**config.mk**
```make
export PLATFORM = sky130hd
export DESIGN_NAME = char_stream_tokenizer
export DESIGN_NICKNAME = d
export VERILOG_FILES = /design/src/rtl/core/cst_pkg.sv /design/src/rtl/core/cst_classify.sv /design/src/rtl/core/cst_lexer.sv /design/src/rtl/core/char_stream_tokenizer.sv
export SDC_FILE = /design/constraint.sdc
export NUM_CORES = 1
export LEC_CHECK = 0
export BUFFER_PORTS_ARGS = -buffer_cell sky130_fd_sc_hd__buf_4
export CORE_UTILIZATION = 50
export DETAILED_ROUTE_END_ITERATION = 10
export PLACE_DENSITY = 0.76
export RECOVER_POWER = 50
export SETUP_SLACK_MARGIN = 0.4
export SYNTH_ARGS = -nofsm -noshare
export SYNTH_HDL_FRONTEND = slang
export SYNTH_SLANG_ARGS = --single-unit
```
**constraint.sdc**
```tcl
create_clock -name clk -period 4.3 [get_ports clk]
set_input_delay 1.075 -clock clk [delete_from_list [all_inputs] [get_ports clk]]
set_output_delay 1.075 -clock clk [all_outputs]
set_load 0.1 [all_outputs]
```
**src/rtl/core/cst_pkg.sv**
```systemverilog
// Shared types and character constants for the character stream tokenizer.
`timescale 1ns / 1ps

package cst_pkg;

	// Input beat: one byte of text or an end-of-stream marker
	typedef struct packed {
		logic [7:0] ch;
		logic       end_of_input;
	} in_beat_t;

	// Output beat: one token
	typedef struct packed {
		logic [15:0] tok_pos;
		logic [15:0] token_len;
		logic [1:0]  kind;
		logic [7:0]  first_char;
		logic [7:0]  second_char;
		logic        too_long;
	} out_beat_t;

	// Classification of the current byte against the pending operator
	typedef struct packed {
		logic is_sep;
		logic is_op;
		logic pair_ok;
	} char_class_t;

	// Token kinds
	localparam logic [1:0] KIND_WORD   = 2'd0;
	localparam logic [1:0] KIND_OP1    = 2'd1;
	localparam logic [1:0] KIND_OP2    = 2'd2;

	// Characters
	localparam logic [7:0] CH_SPACE    = 8'h20;
	localparam logic [7:0] CH_NEWLINE  = 8'h0A;
	localparam logic [7:0] CH_BANG     = 8'h21;
	localparam logic [7:0] CH_AMP      = 8'h26;
	localparam logic [7:0] CH_LPAREN   = 8'h28;
	localparam logic [7:0] CH_RPAREN   = 8'h29;
	localparam logic [7:0] CH_SEMI     = 8'h3B;
	localparam logic [7:0] CH_LT       = 8'h3C;
	localparam logic [7:0] CH_EQ       = 8'h3D;
	localparam logic [7:0] CH_GT       = 8'h3E;
	localparam logic [7:0] CH_LBRACE   = 8'h7B;
	localparam logic [7:0] CH_BAR      = 8'h7C;
	localparam logic [7:0] CH_RBRACE   = 8'h7D;

	// Saturation limit of the word length counter
	localparam logic [15:0] LEN_SAT    = 16'hFFFF;

endpackage

```
**src/rtl/core/cst_classify.sv**
```systemverilog
// Byte classifier: separator, operator, and two-character operator pairing.
`timescale 1ns / 1ps

module cst_classify (
	input  logic [7:0]          ch,
	input  logic [7:0]          pend_char,
	output cst_pkg::char_class_t cls
);
	import cst_pkg::*;

	always_comb begin
		cls.is_sep = (ch == CH_SPACE) || (ch == CH_NEWLINE);
		cls.is_op  = ch inside {CH_BANG, CH_LT, CH_GT, CH_SEMI, CH_EQ, CH_LBRACE,
		                        CH_RBRACE, CH_LPAREN, CH_RPAREN, CH_AMP, CH_BAR};
		// <= >= != == join on '=', && and || join on themselves
		cls.pair_ok = ((pend_char inside {CH_LT, CH_GT, CH_BANG, CH_EQ}) && (ch == CH_EQ))
		           || ((pend_char == CH_AMP) && (ch == CH_AMP))
		           || ((pend_char == CH_BAR) && (ch == CH_BAR));
	end

endmodule

```
**src/rtl/core/cst_lexer.sv**
```systemverilog
// Tokenizer state and token forming for one byte per step.
`timescale 1ns / 1ps

module cst_lexer #(
	parameter int MAX_WORD_LEN = 128,
	parameter int POS_BITS     = 16
) (
	input  logic              clk,
	input  logic              arst_n,
	input  logic              step,
	input  cst_pkg::in_beat_t beat,
	output logic              emit,
	output cst_pkg::out_beat_t tok
);
	import cst_pkg::*;

	logic [POS_BITS-1:0] pos_q, pos_d;
	logic [POS_BITS-1:0] start_q, start_d;
	logic [15:0]         len_q, len_d;
	logic                in_word_q, in_word_d;
	logic                pend_v_q, pend_v_d;
	logic [7:0]          pend_c_q, pend_c_d;
	char_class_t         cls;
	logic [31:0]         start_ext;
	logic                word_long;

	cst_classify u_classify (
		.ch        (beat.ch),
		.pend_char (pend_c_q),
		.cls       (cls)
	);

	assign start_ext = 32'(start_q);
	assign word_long = (len_q > 16'(MAX_WORD_LEN));

	// Next state and token
	always_comb begin
		pos_d     = pos_q;
		start_d   = start_q;
		len_d     = len_q;
		in_word_d = in_word_q;
		pend_v_d  = pend_v_q;
		pend_c_d  = pend_c_q;
		emit      = 1'b0;

		// word token by default; operator cases override
		tok.tok_pos     = start_ext[15:0];
		tok.token_len   = len_q;
		tok.kind        = KIND_WORD;
		tok.first_char  = '0;
		tok.second_char = '0;
		tok.too_long    = word_long;

		if (beat.end_of_input) begin
			// flush whatever is open, then clear everything
			if (pend_v_q) begin
				emit           = 1'b1;
				tok.token_len  = 16'd1;
				tok.kind       = KIND_OP1;
				tok.first_char = pend_c_q;
				tok.too_long   = 1'b0;
			end else if (in_word_q) begin
				emit = 1'b1;
			end
			pos_d     = '0;
			start_d   = '0;
			len_d     = '0;
			in_word_d = 1'b0;
			pend_v_d  = 1'b0;
			pend_c_d  = '0;
		end else begin
			pos_d = pos_q + POS_BITS'(1);
			if (pend_v_q) begin
				// pending operator leaves as a single or a pair
				pend_v_d       = 1'b0;
				emit           = 1'b1;
				tok.first_char = pend_c_q;
				tok.too_long   = 1'b0;
				if (cls.pair_ok) begin
					tok.token_len   = 16'd2;
					tok.kind        = KIND_OP2;
					tok.second_char = beat.ch;
				end else begin
					tok.token_len = 16'd1;
					tok.kind      = KIND_OP1;
				end
			end
			if (!(pend_v_q && cls.pair_ok)) begin
				if (cls.is_op) begin
					if (in_word_q) begin
						emit      = 1'b1;
						in_word_d = 1'b0;
					end
					pend_v_d = 1'b1;
					pend_c_d = beat.ch;
					start_d  = pos_q;
				end else if (cls.is_sep) begin
					if (in_word_q) begin
						emit      = 1'b1;
						in_word_d = 1'b0;
					end
				end else begin
					// word character: open a word if needed, count with saturation
					if (!in_word_q) begin
						in_word_d = 1'b1;
						start_d   = pos_q;
						len_d     = 16'd1;
					end else if (len_q != LEN_SAT) begin
						len_d = len_q + 16'd1;
					end
				end
			end
		end
	end

	// State registers
	always_ff @(posedge clk or negedge arst_n) begin
		if (!arst_n) begin
			pos_q     <= '0;
			start_q   <= '0;
			len_q     <= '0;
			in_word_q <= 1'b0;
			pend_v_q  <= 1'b0;
			pend_c_q  <= '0;
		end else if (step) begin
			pos_q     <= pos_d;
			start_q   <= start_d;
			len_q     <= len_d;
			in_word_q <= in_word_d;
			pend_v_q  <= pend_v_d;
			pend_c_q  <= pend_c_d;
		end
	end

endmodule

```
**src/rtl/core/char_stream_tokenizer.sv**
```systemverilog
// Top level of the character stream tokenizer: input register, lexer, result register.
//
//  channel | signals                        | direction | beat
//  --------+--------------------------------+-----------+----------------------------
//  in      | in_valid, in_ready, in_data    | sink      | one byte or end marker
//  out     | out_valid, out_ready, out_data | source    | one token (0 or 1 per byte)
//
// One byte per cycle sustained while the output is not stalled; a token is offered when
// its closing byte has gone from the input register through the lexer into the result
// register. The lexer classifies each byte and forms its next state combinationally.
// Reset clears the position, the open word and the pending operator.
// A stalled output holds the result register; the input register can still take one
// more beat if it is empty, after which in_ready drops until the result is taken.
`timescale 1ns / 1ps

module char_stream_tokenizer #(
	parameter int MAX_WORD_LEN = 128,
	parameter int POS_BITS     = 16
) (
	input  logic               clk,
	input  logic               arst_n,
	input  logic               in_valid,
	output logic               in_ready,
	input  cst_pkg::in_beat_t  in_data,
	output logic               out_valid,
	input  logic               out_ready,
	output cst_pkg::out_beat_t out_data
);
	import cst_pkg::*;

	logic       valid_s1;
	in_beat_t   beat_s1;
	logic       advance;
	logic       emit;
	out_beat_t  tok;
	logic       out_valid_q;
	out_beat_t  out_q;

	// Byte in stage 1 moves on whenever the result register is empty or being taken
	assign advance  = valid_s1 && (!out_valid_q || out_ready);
	assign in_ready = !valid_s1 || advance;

	// Input register
	always_ff @(posedge clk or negedge arst_n) begin
		if (!arst_n) begin
			valid_s1 <= 1'b0;
		end else if (in_valid && in_ready) begin
			valid_s1 <= 1'b1;
		end else if (advance) begin
			valid_s1 <= 1'b0;
		end
	end

	always_ff @(posedge clk) begin
		if (in_valid && in_ready) begin
			beat_s1 <= in_data;
		end
	end

	cst_lexer #(
		.MAX_WORD_LEN (MAX_WORD_LEN),
		.POS_BITS     (POS_BITS)
	) u_lexer (
		.clk    (clk),
		.arst_n (arst_n),
		.step   (advance),
		.beat   (beat_s1),
		.emit   (emit),
		.tok    (tok)
	);

	// Result register
	always_ff @(posedge clk or negedge arst_n) begin
		if (!arst_n) begin
			out_valid_q <= 1'b0;
		end else if (advance) begin
			out_valid_q <= emit;
		end else if (out_ready) begin
			out_valid_q <= 1'b0;
		end
	end

	always_ff @(posedge clk) begin
		if (advance && emit) begin
			out_q <= tok;
		end
	end

	assign out_valid = out_valid_q;
	assign out_data  = out_q;

endmodule
```
After elaboration in Yosys (flattened, before gate mapping)
Index checks and enable logic that the tools add are counted.

cells by class
  $add $sub $neg = 2
  $mul = 0
  div/mod/pow operators = 0
  order comparisons = 1
  equal/unequal tests = 26
  shift-type cells = 0
  multiplexer cells = 41
  bitwise logic cells = 2
  reduce and logical (&&, ||, !) cells = 24

operators with widths
  cell                                                            number
  two-way mux 16 bit                                              12
  equality test 8 x 6 -> 1 bit, second input constant             14
  two-way mux 26 bit                                              2
  two-way mux 35 bit                                              1
  adder 16 x 1 -> 16 bit, second input constant                   2
  equality test 8 x 7 -> 1 bit, second input constant             4
  two-way mux 8 bit                                               4
  two-way mux 1 bit                                               21
  greater-than comparator 16 x 8 -> 1 bit, second input constant  1
  inequality test 16 bit, second input constant                   1
  nonzero test 11 bit                                             1
  inequality test 3 bit, second input constant                    3
  equality test 8 x 4 -> 1 bit, second input constant             1
  logical AND 1 bit                                               7
  inequality test 2 bit, second input constant                    3
  nonzero test 2 bit                                              3
  logical OR 1 bit                                                5
  AND reduction 5 bit                                             1
  two-way mux 4 bit                                               1
  AND reduction 4 bit                                             1
  nonzero test 4 bit                                              1
  AND reduction 3 bit                                             1
  OR reduction 3 bit                                              1
  logical NOT 1 bit                                               2
  2 further kinds                                                 3

word-level totals
  register bits = 120
  latch bits = 0
  memory bits (writable) = 0
  bits in read-only memories = 0
  input bits = 13
  output and inout bits = 53
  logic and storage cells = 112
  memories kept = 0

Depth between registers and ports, before layout
Gate-level depths: netlist of run 1.

  word-level depth = 9
  depth in mapped cells = 9
  depth with buffers taken out = 7

Hierarchy
From an unflattened synthesis of run 1, not the netlist that was laid out.

unflattened totals
  cells, all modules = 445
  area total of the unflattened synthesis = 5297.6 um2

modules (own cells, without submodules)
  module                 instances  cells an instance  area an instance (um2)  sequential area each (um2)
  cst_lexer              1          342                3178.0                  1451.4
  char_stream_tokenizer  1          70                 1913.1                  1851.8
  cst_classify           1          33                 206.4                   0.0

Least setup slack after synthesis of run 1
OpenSTA, ideal clock, no wires.

  path kind = input to register
  start = input out_ready
  end = register out_q, in the netlist out_data[0] (enable)
  setup time = 0.476 ns
  data arrival time = 4.331 ns
  required time = 3.824 ns
  slack = -0.507 ns
  stages = 6
  buffers on the path = 3
  cells stage by stage = nor2b_1 -> nand2b_1 -> clkbuf_1 -> clkbuf_1 -> buf_1 -> a21oi_1

on the way
  word-level cells in the longest chain between the ends = 3

ends and longest elaborated chain
  element               line                         RTL
  start, declared       char_stream_tokenizer.sv:26  input logic out_ready,
  logical OR 1 bit      char_stream_tokenizer.sv:40  assign advance = valid_s1 && (!out_valid_q || out_ready);
  logical AND 1 bit     char_stream_tokenizer.sv:40
  logical AND 1 bit     char_stream_tokenizer.sv:84  if (advance && emit) begin
  end signal, assigned  char_stream_tokenizer.sv:85  out_q <= tok;
  end, declared         char_stream_tokenizer.sv:37  out_beat_t out_q;

Every way passes these cells.
A chain may end at the register's enable or synchronous reset.

Worst setup path in the final report of run 1
  start = register beat_s1[7] (netlist bit)
  end = register out_q, in the netlist out_data[9] (enable)

on the way
  word-level cells in the longest chain between the ends = 8
  elaborated cells between the ends (all ways) = 26
  classes of those cells = eq/ne: 13; mux: 4; reduce/logical: 9

ends and longest elaborated chain
  element                                                                      line                         RTL
  start, declared                                                              char_stream_tokenizer.sv:32  in_beat_t beat_s1;
  start signal, assigned                                                       char_stream_tokenizer.sv:56  beat_s1 <= in_data;
  parallel branches: the longest is 5 deep, another holds nonzero test 11 bit  --
  two-way mux 1 bit (*)                                                        cst_lexer.sv:88              if (!(pend_v_q && cls.pair_ok)) begin
  two-way mux 1 bit (*)                                                        cst_lexer.sv:54              if (beat.end_of_input) begin
  logical AND 1 bit (*)                                                        char_stream_tokenizer.sv:84

Mark *: on every way between the ends.

==> results of run 1 <==
report_power, final:
part	internal, mW	switching [mW]	total, mW
registers	1.30	0.0987	1.40
logic	0.129	0.346	0.475
clock network	0.882	0.513	1.40
total	2.31	0.957	3.27
Yosys cell counts, types with 5 or more instances:
cell type  count
nand3_1       17
a31oi_1        8
o31ai_1        7
and3_1         6
nor2_1        29
a21oi_1       18
clkbuf_1      11
o31a_1         6
inv_1          7
or3_1          5
edfxtp_1      60
nor4_1         6
o21ai_0       33
nor3_1        10
a22o_1        19
nand2_1       39
nor2b_1       12
and2_1        18
dfrtp_1       60
a211oi_1       5
worst max-delay path, cell delays in order, from the launching register on:
cell      delay [ps]
edfxtp_1         480
or4b_4           610
a21oi_1          140
a311oi_1         130
a21bo_2          320
a21oi_4          360
buf_4            500
how the worst min path moves through the flow:
stage | from | endpoint | slack, ps | cells after the start
4_1_cts | u_lexer.start_q[5] | out_data[40] | 460 | 0
6_report | u_lexer.start_q[5] | out_data[40] | 450 | 0
3_5_place_dp | u_lexer.start_q[12] | out_data[47] | 440 | 0
5_1_grt | u_lexer.start_q[12] | out_data[47] | 470 | 0
3_3_place_gp | u_lexer.start_q[6] | out_data[41] | 440 | 0
2_1_floorplan | u_lexer.start_q[0] | out_data[35] | 430 | 0
per-layer routing:
metal	track usage, %	part of all wire [%]	up-vias
li1	-	-	1788
met1	26.9	44	1777
met2	33.2	50	128
met3	4.30	5.1	8
met4	10.4	0.88	0
met5	0	0	-
registers in the layout, indices dropped and copies added (netlist names):
signal / cells
out_data: 51
u_lexer.len_q: 16
u_lexer.pos_q: 16
u_lexer.start_q: 16
beat_s1: 9
u_lexer.pend_c_q: 8
out_valid: 1
u_lexer.in_word_q: 1
u_lexer.pend_v_q: 1
valid_s1: 1
cell families (layout without fill, tap and decap cells):
logic type               after synthesis  in the layout
AND/OR/NAND/NOR                      170            170
flip-flops                           120            120
AO/OA/AOI/OAI                        112            112
buffers and inverters                 28            108
XOR/XNOR                               7              7
multiplexers                           4              4
adder cells (fa/ha/maj)                3              3
other                                  1              1
final cells by class:
class,count,area (sq um)
sequential,120,3300
clock buffer,17,414
timing repair buffer,68,439
inverter,8,32.5
clock inverter,15,179
multi-input combinational,297,1870
tap,136,170
fill,811,3920
==> results.yml, run 1 <==
run_status:
  run_status: "finished, final reports clean"
timing:
  clock-skew-final_ps: 6.31
  finalCritPeriodShare_pct: 68.4
  worst_slack_ps: 1360
  slew_headroom_pct: 22.1
  setup_viol: 0
  fmax_ghz: 0.340
  hold_viol: 0
  setup_tns_ps: 0
  rsz0062_at_grt: "no"
  layout_min_cycle_time_ps: 2940
  holdWs_ps: 452
  drv_slew: 0
  worst_pin_slew_ps: 1170
critical_path:
  path_max_fanout: 40
  cp-start-kind: "flip-flop"
  cp-endpoint: "out_data[9]"
  crit_path_end_kind: "flip-flop"
  reg2reg_slack_ps: 1360
  worstPathArrival_ps: 3090
  reg2reg_from: "beat_s1[7]"
  reg2reg_to: "out_data[9]"
  crit_type: "reg -> reg"
  required_ps: 4450
  critPathLaunch: "beat_s1[7]"
  worst_r2r_path_depth: 6
synthesis:
  synth_cell_types: 59
  yosys_warnings: 0
  yosys.area.top_type: "edfxtp_1"
  synth_ff_type: "edfxtp_1"
  synth_top_area_share_pct: 33.9
  syn_area_sq_um: 5320
  synth_mux_area_share_pct: 0.799
  syn_inst: 445
  synthAdderAreaFrac_pct: 0.705
  syn_avg_cell_area_sq_um: 12.0
  synth-edff-count: 60
  synthSimpleGateAreaFrac_pct: 17.6
  synthArstFlopShare_pct: 50.0
  synth-xor-area-share_pct: 1.15
  syn_nets: 461
  synth-seq-cells: 120
  synth_top_family_by_area: "simple AND/OR/NAND/NOR gates"
  yosys-top-cells-area: "edfxtp_1, dfrtp_1, a22o_1"
  seq_area_frac_synth_pct: 62.1
  synth_compound_area_share_pct: 14.8
die:
  die_w_microns: 105
  die-area_sq_um: 11100
  core_sq_um: 10300
  start_util_pct: 51.6
  top_level_ports: 66
  die_y_microns: 105
  rows: 37
worst_hold_path:
  hold_path.class: "reg -> reg"
global_routing:
  grt_pass1_wl_mm: 17.7
  grt_overflow: 0
  grt.total_usage_pct: 20.7
  grt_max_degree: 61
  antenna_found_initial: 0
  grt_pass1_vias: 3699
cells_and_area:
  syn2layout_area_growth_pct: 20.4
  final_cell_area_sq_um: 6410
  antennaDiodeCount: 0
  mostFrequentLayoutCells: "edfxtp_1, dfrtp_1, nand2_1, buf_4, o21ai_0"
  nNetsFinal: 528
  layout-drive-gt1-share_pct: 18.7
  final_util_pct: 62.1
  stdcell_count: 661
cts:
  cts_buffers: 17
  cts_setup_buffers: 0
  clock-root-buffer: "clkbuf_8"
  htreeDepth: 4
  worstSkewPairLatency_ps: 510
  cts-resized-gates: 0
  holdBufCountCts: 0
  clockBufferDepth: 2
  clk_pin_slew_ps: 60
  cts_tree: "built"
  cts.sinks: 120
route:
  wl_mm: 10.6
  ant_nets: 0
  vias: 3701
  drt_iter0_drc: 271
  via_per_inst: 5.60
  wl_per_cell_microns: 16.0
  first_pass_iters: 4
  drc: 0
place:
  gp_congestion: 0.878
  pre_cts_ws_ps: 1090
  dp.cells: 629
  placed_area_sq_um: 5890
  portBuffers: 65
  post-dp-hpwl_mm: 6.84
power_and_ir_drop:
  vdd_drop_max_mv: 0.261
  p_leak_nw: 2.60
  power_mw: 3.27
  p_per_area_nw_per_um2: 510
run:
  cap_violations: 0
No activity file was read; power rests on OpenSTA's default activity.
==> inputs of run 2 (changes only) <==
--- a/config.mk
+++ b/config.mk
@@ -8,7 +8,7 @@
 export BUFFER_PORTS_ARGS = -buffer_cell sky130_fd_sc_hd__buf_4
 export CORE_UTILIZATION = 50
 export DETAILED_ROUTE_END_ITERATION = 10
-export PLACE_DENSITY = 0.76
+export PLACE_DENSITY = 0.73
 export RECOVER_POWER = 50
 export SETUP_SLACK_MARGIN = 0.4
 export SYNTH_ARGS = -nofsm -noshare
==> constraint.sdc (replaced) <==
create_clock -name clk -period 2.75 [get_ports clk]
set_input_delay 0.6875 -clock clk [delete_from_list [all_inputs] [get_ports clk]]
set_output_delay 0.6875 -clock clk [all_outputs]
set_load 0.1 [all_outputs]
==> run 2 against run 1 <==
Compared with the run above:
- the flow now finishes with violations (max-capacitance violations, max-slew violations)
- critical endpoint is now u_lexer.pos_q[13]
- sequential share of layout area is 2.3 points lower
- worst hold slack worse by 97 ps
- clock skew is 0.95 ps higher
- die area stayed put
==> results.yml, run 2 (synthesized netlist as in run 1, its figures left out) <==
critical_path:
  path_cells: "nor2b_1 -> nand2b_1 -> clkbuf_1 -> or3_1 -> or3_1 -> a21oi_1"
  worst_r2r_path_depth: 6
  path_common_cell: "or3_1"
  worstPathArrival_ps: 2900
  cp_num_buf_inv: 1
  cp_top_family: "simple AND/OR/NAND/NOR gates"
  crit_type: "reg -> reg"
  path_max_fanout: 18
  required_ps: 3180
  crit_path_end_kind: "flip-flop"
  max_stage_delay_ps: 580
  cp-start-kind: "flip-flop"
  crit_slowest_cell: "or3_1"
  crit_cells: 6
cts:
  cts_tree: "built"
  clk_pin_slew_ps: 60
  cts.sinks: 120
  cts_buffers: 17
  worstSkewPairLatency_ps: 530
  holdBufCountCts: 0
  clock-root-buffer: "clkbuf_8"
  htreeDepth: 4
  clockBufferDepth: 2
power_and_ir_drop:
  vdd_drop_max_mv: 0.496
  p_per_area_nw_per_um2: 798
  p_leak_nw: 2.76
timing:
  fmax_ghz: 0.406
  hold_viol: 0
  rsz0062_at_grt: "yes"
  worst_pin_slew_ps: 1500
  worst_slack_ps: 285
  setup_tns_ps: 0
  layout_min_cycle_time_ps: 2460
  clock-skew-final_ps: 7.25
  drv_slew: 50
  setup_viol: 0
  finalCritPeriodShare_pct: 89.6
  slew_headroom_pct: -0.0342
route:
  ant_nets: 0
  routed-wl-met2_mm: 5.53
  first_pass_iters: 5
  maxUsedRoutingLayer: "met4"
  vias: 3904
  drc: 0
  wl_met1_mm: 4.91
  wl_mm: 11.3
  wl_per_cell_microns: 16.4
  met3_wirelength_microns: 571
  via_per_inst: 5.70
  drt_iter0_drc: 251
global_routing:
  grt_max_degree: 61
  antenna_found_initial: 0
  grt_pass1_wl_mm: 17.7
  grt.total_usage_pct: 21.1
  grt_overflow: 0
  grt_pass1_vias: 3610
cells_and_area:
  final_cell_area_sq_um: 6710
  nFillCells: 782
  largest_reg_flops: 51
  mostFrequentLayoutCells: "edfxtp_1, dfrtp_1, buf_4"
  final_common_cell: "edfxtp_1"
  antennaDiodeCount: 0
  syn2layout_area_growth_pct: 26.1
  nNetsFinal: 552
  layout-drive-gt1-share_pct: 22.6
worst_hold_path:
  hold-path-cell-count: 1
  hold_path.class: "in -> reg"
die:
  core_sq_um: 10300
  top_level_ports: 66
  die-area_sq_um: 11100
  die_w_microns: 105
  rows: 37
  die_y_microns: 105
  start_util_pct: 51.6
place:
  pre_cts_ws_ps: 238
  gp_congestion: 0.920
  portBuffers: 65
  placed_area_sq_um: 5970
  post-dp-hpwl_mm: 7.14
run_status:
  violations: "max-capacitance violations, max-slew violations"
  run_status: "finished with violations"
run:
  cap_violations: 1
==> run 2: layout make-up <==
| class | count | area (sq um) | area share [%] |
|---|---|---|---|
| Multi-Input combinational cell | 297 | 1930 | 28.8 |
| Tap cell | 136 | 170 | 2.54 |
| Sequential cell | 120 | 3310 | 49.3 |
| Inverter | 8 | 32.5 | 0.485 |
| Timing Repair Buffer | 92 | 638 | 9.51 |
| Clock inverter | 12 | 186 | 2.78 |
| Clock buffer | 20 | 445 | 6.64 |
==> run 2: timing repair <==
item	4_1_cts	5_1_grt
buffers inserted	2	14
resized for setup	6	6
setup endpoints to repair	78	76
pin swaps	2	4
==> run 2: path summary, 6_finish.rpt <==
path                                    start            endpoint  slack, ps
setup / recovery                    out_valid   u_lexer.pos_q[13]        290
hold / removal                     in_data[5]          beat_s1[5]        350
setup reg to reg                    out_valid   u_lexer.pos_q[13]        290
hold reg to reg            u_lexer.start_q[5]        out_data[40]        460
max in group asynchronous              arst_n           out_valid       1150
min in group asynchronous              arst_n  u_lexer.start_q[9]        530
==> run 2: routing by layer <==
layer | vias to the layer above | GRT usage, %
met5 | - | 0
met1 | 1899 | 26.5
li1 | 1842 | -
met3 | 25 | 5.74
met4 | 0 | 9.15
met2 | 138 | 34.6
==> run 2: where the power goes <==
part | internal [mW] | switching [mW]
sequential | 2.04 | 0.148
combinational | 0.233 | 0.573
clock | 1.54 | 0.823
==> run 2: metrics by stage <==
step,utilization [%],hold slack (ps),instances,power [mW]
finish,65.0,355,685,5.35
global route,65.0,334,685,5.53
CTS,64.4,251,671,5.37
detailed placement,57.9,437,637,3.00
global placement,57.9,441,637,2.98
floorplan,-,392,445,2.79
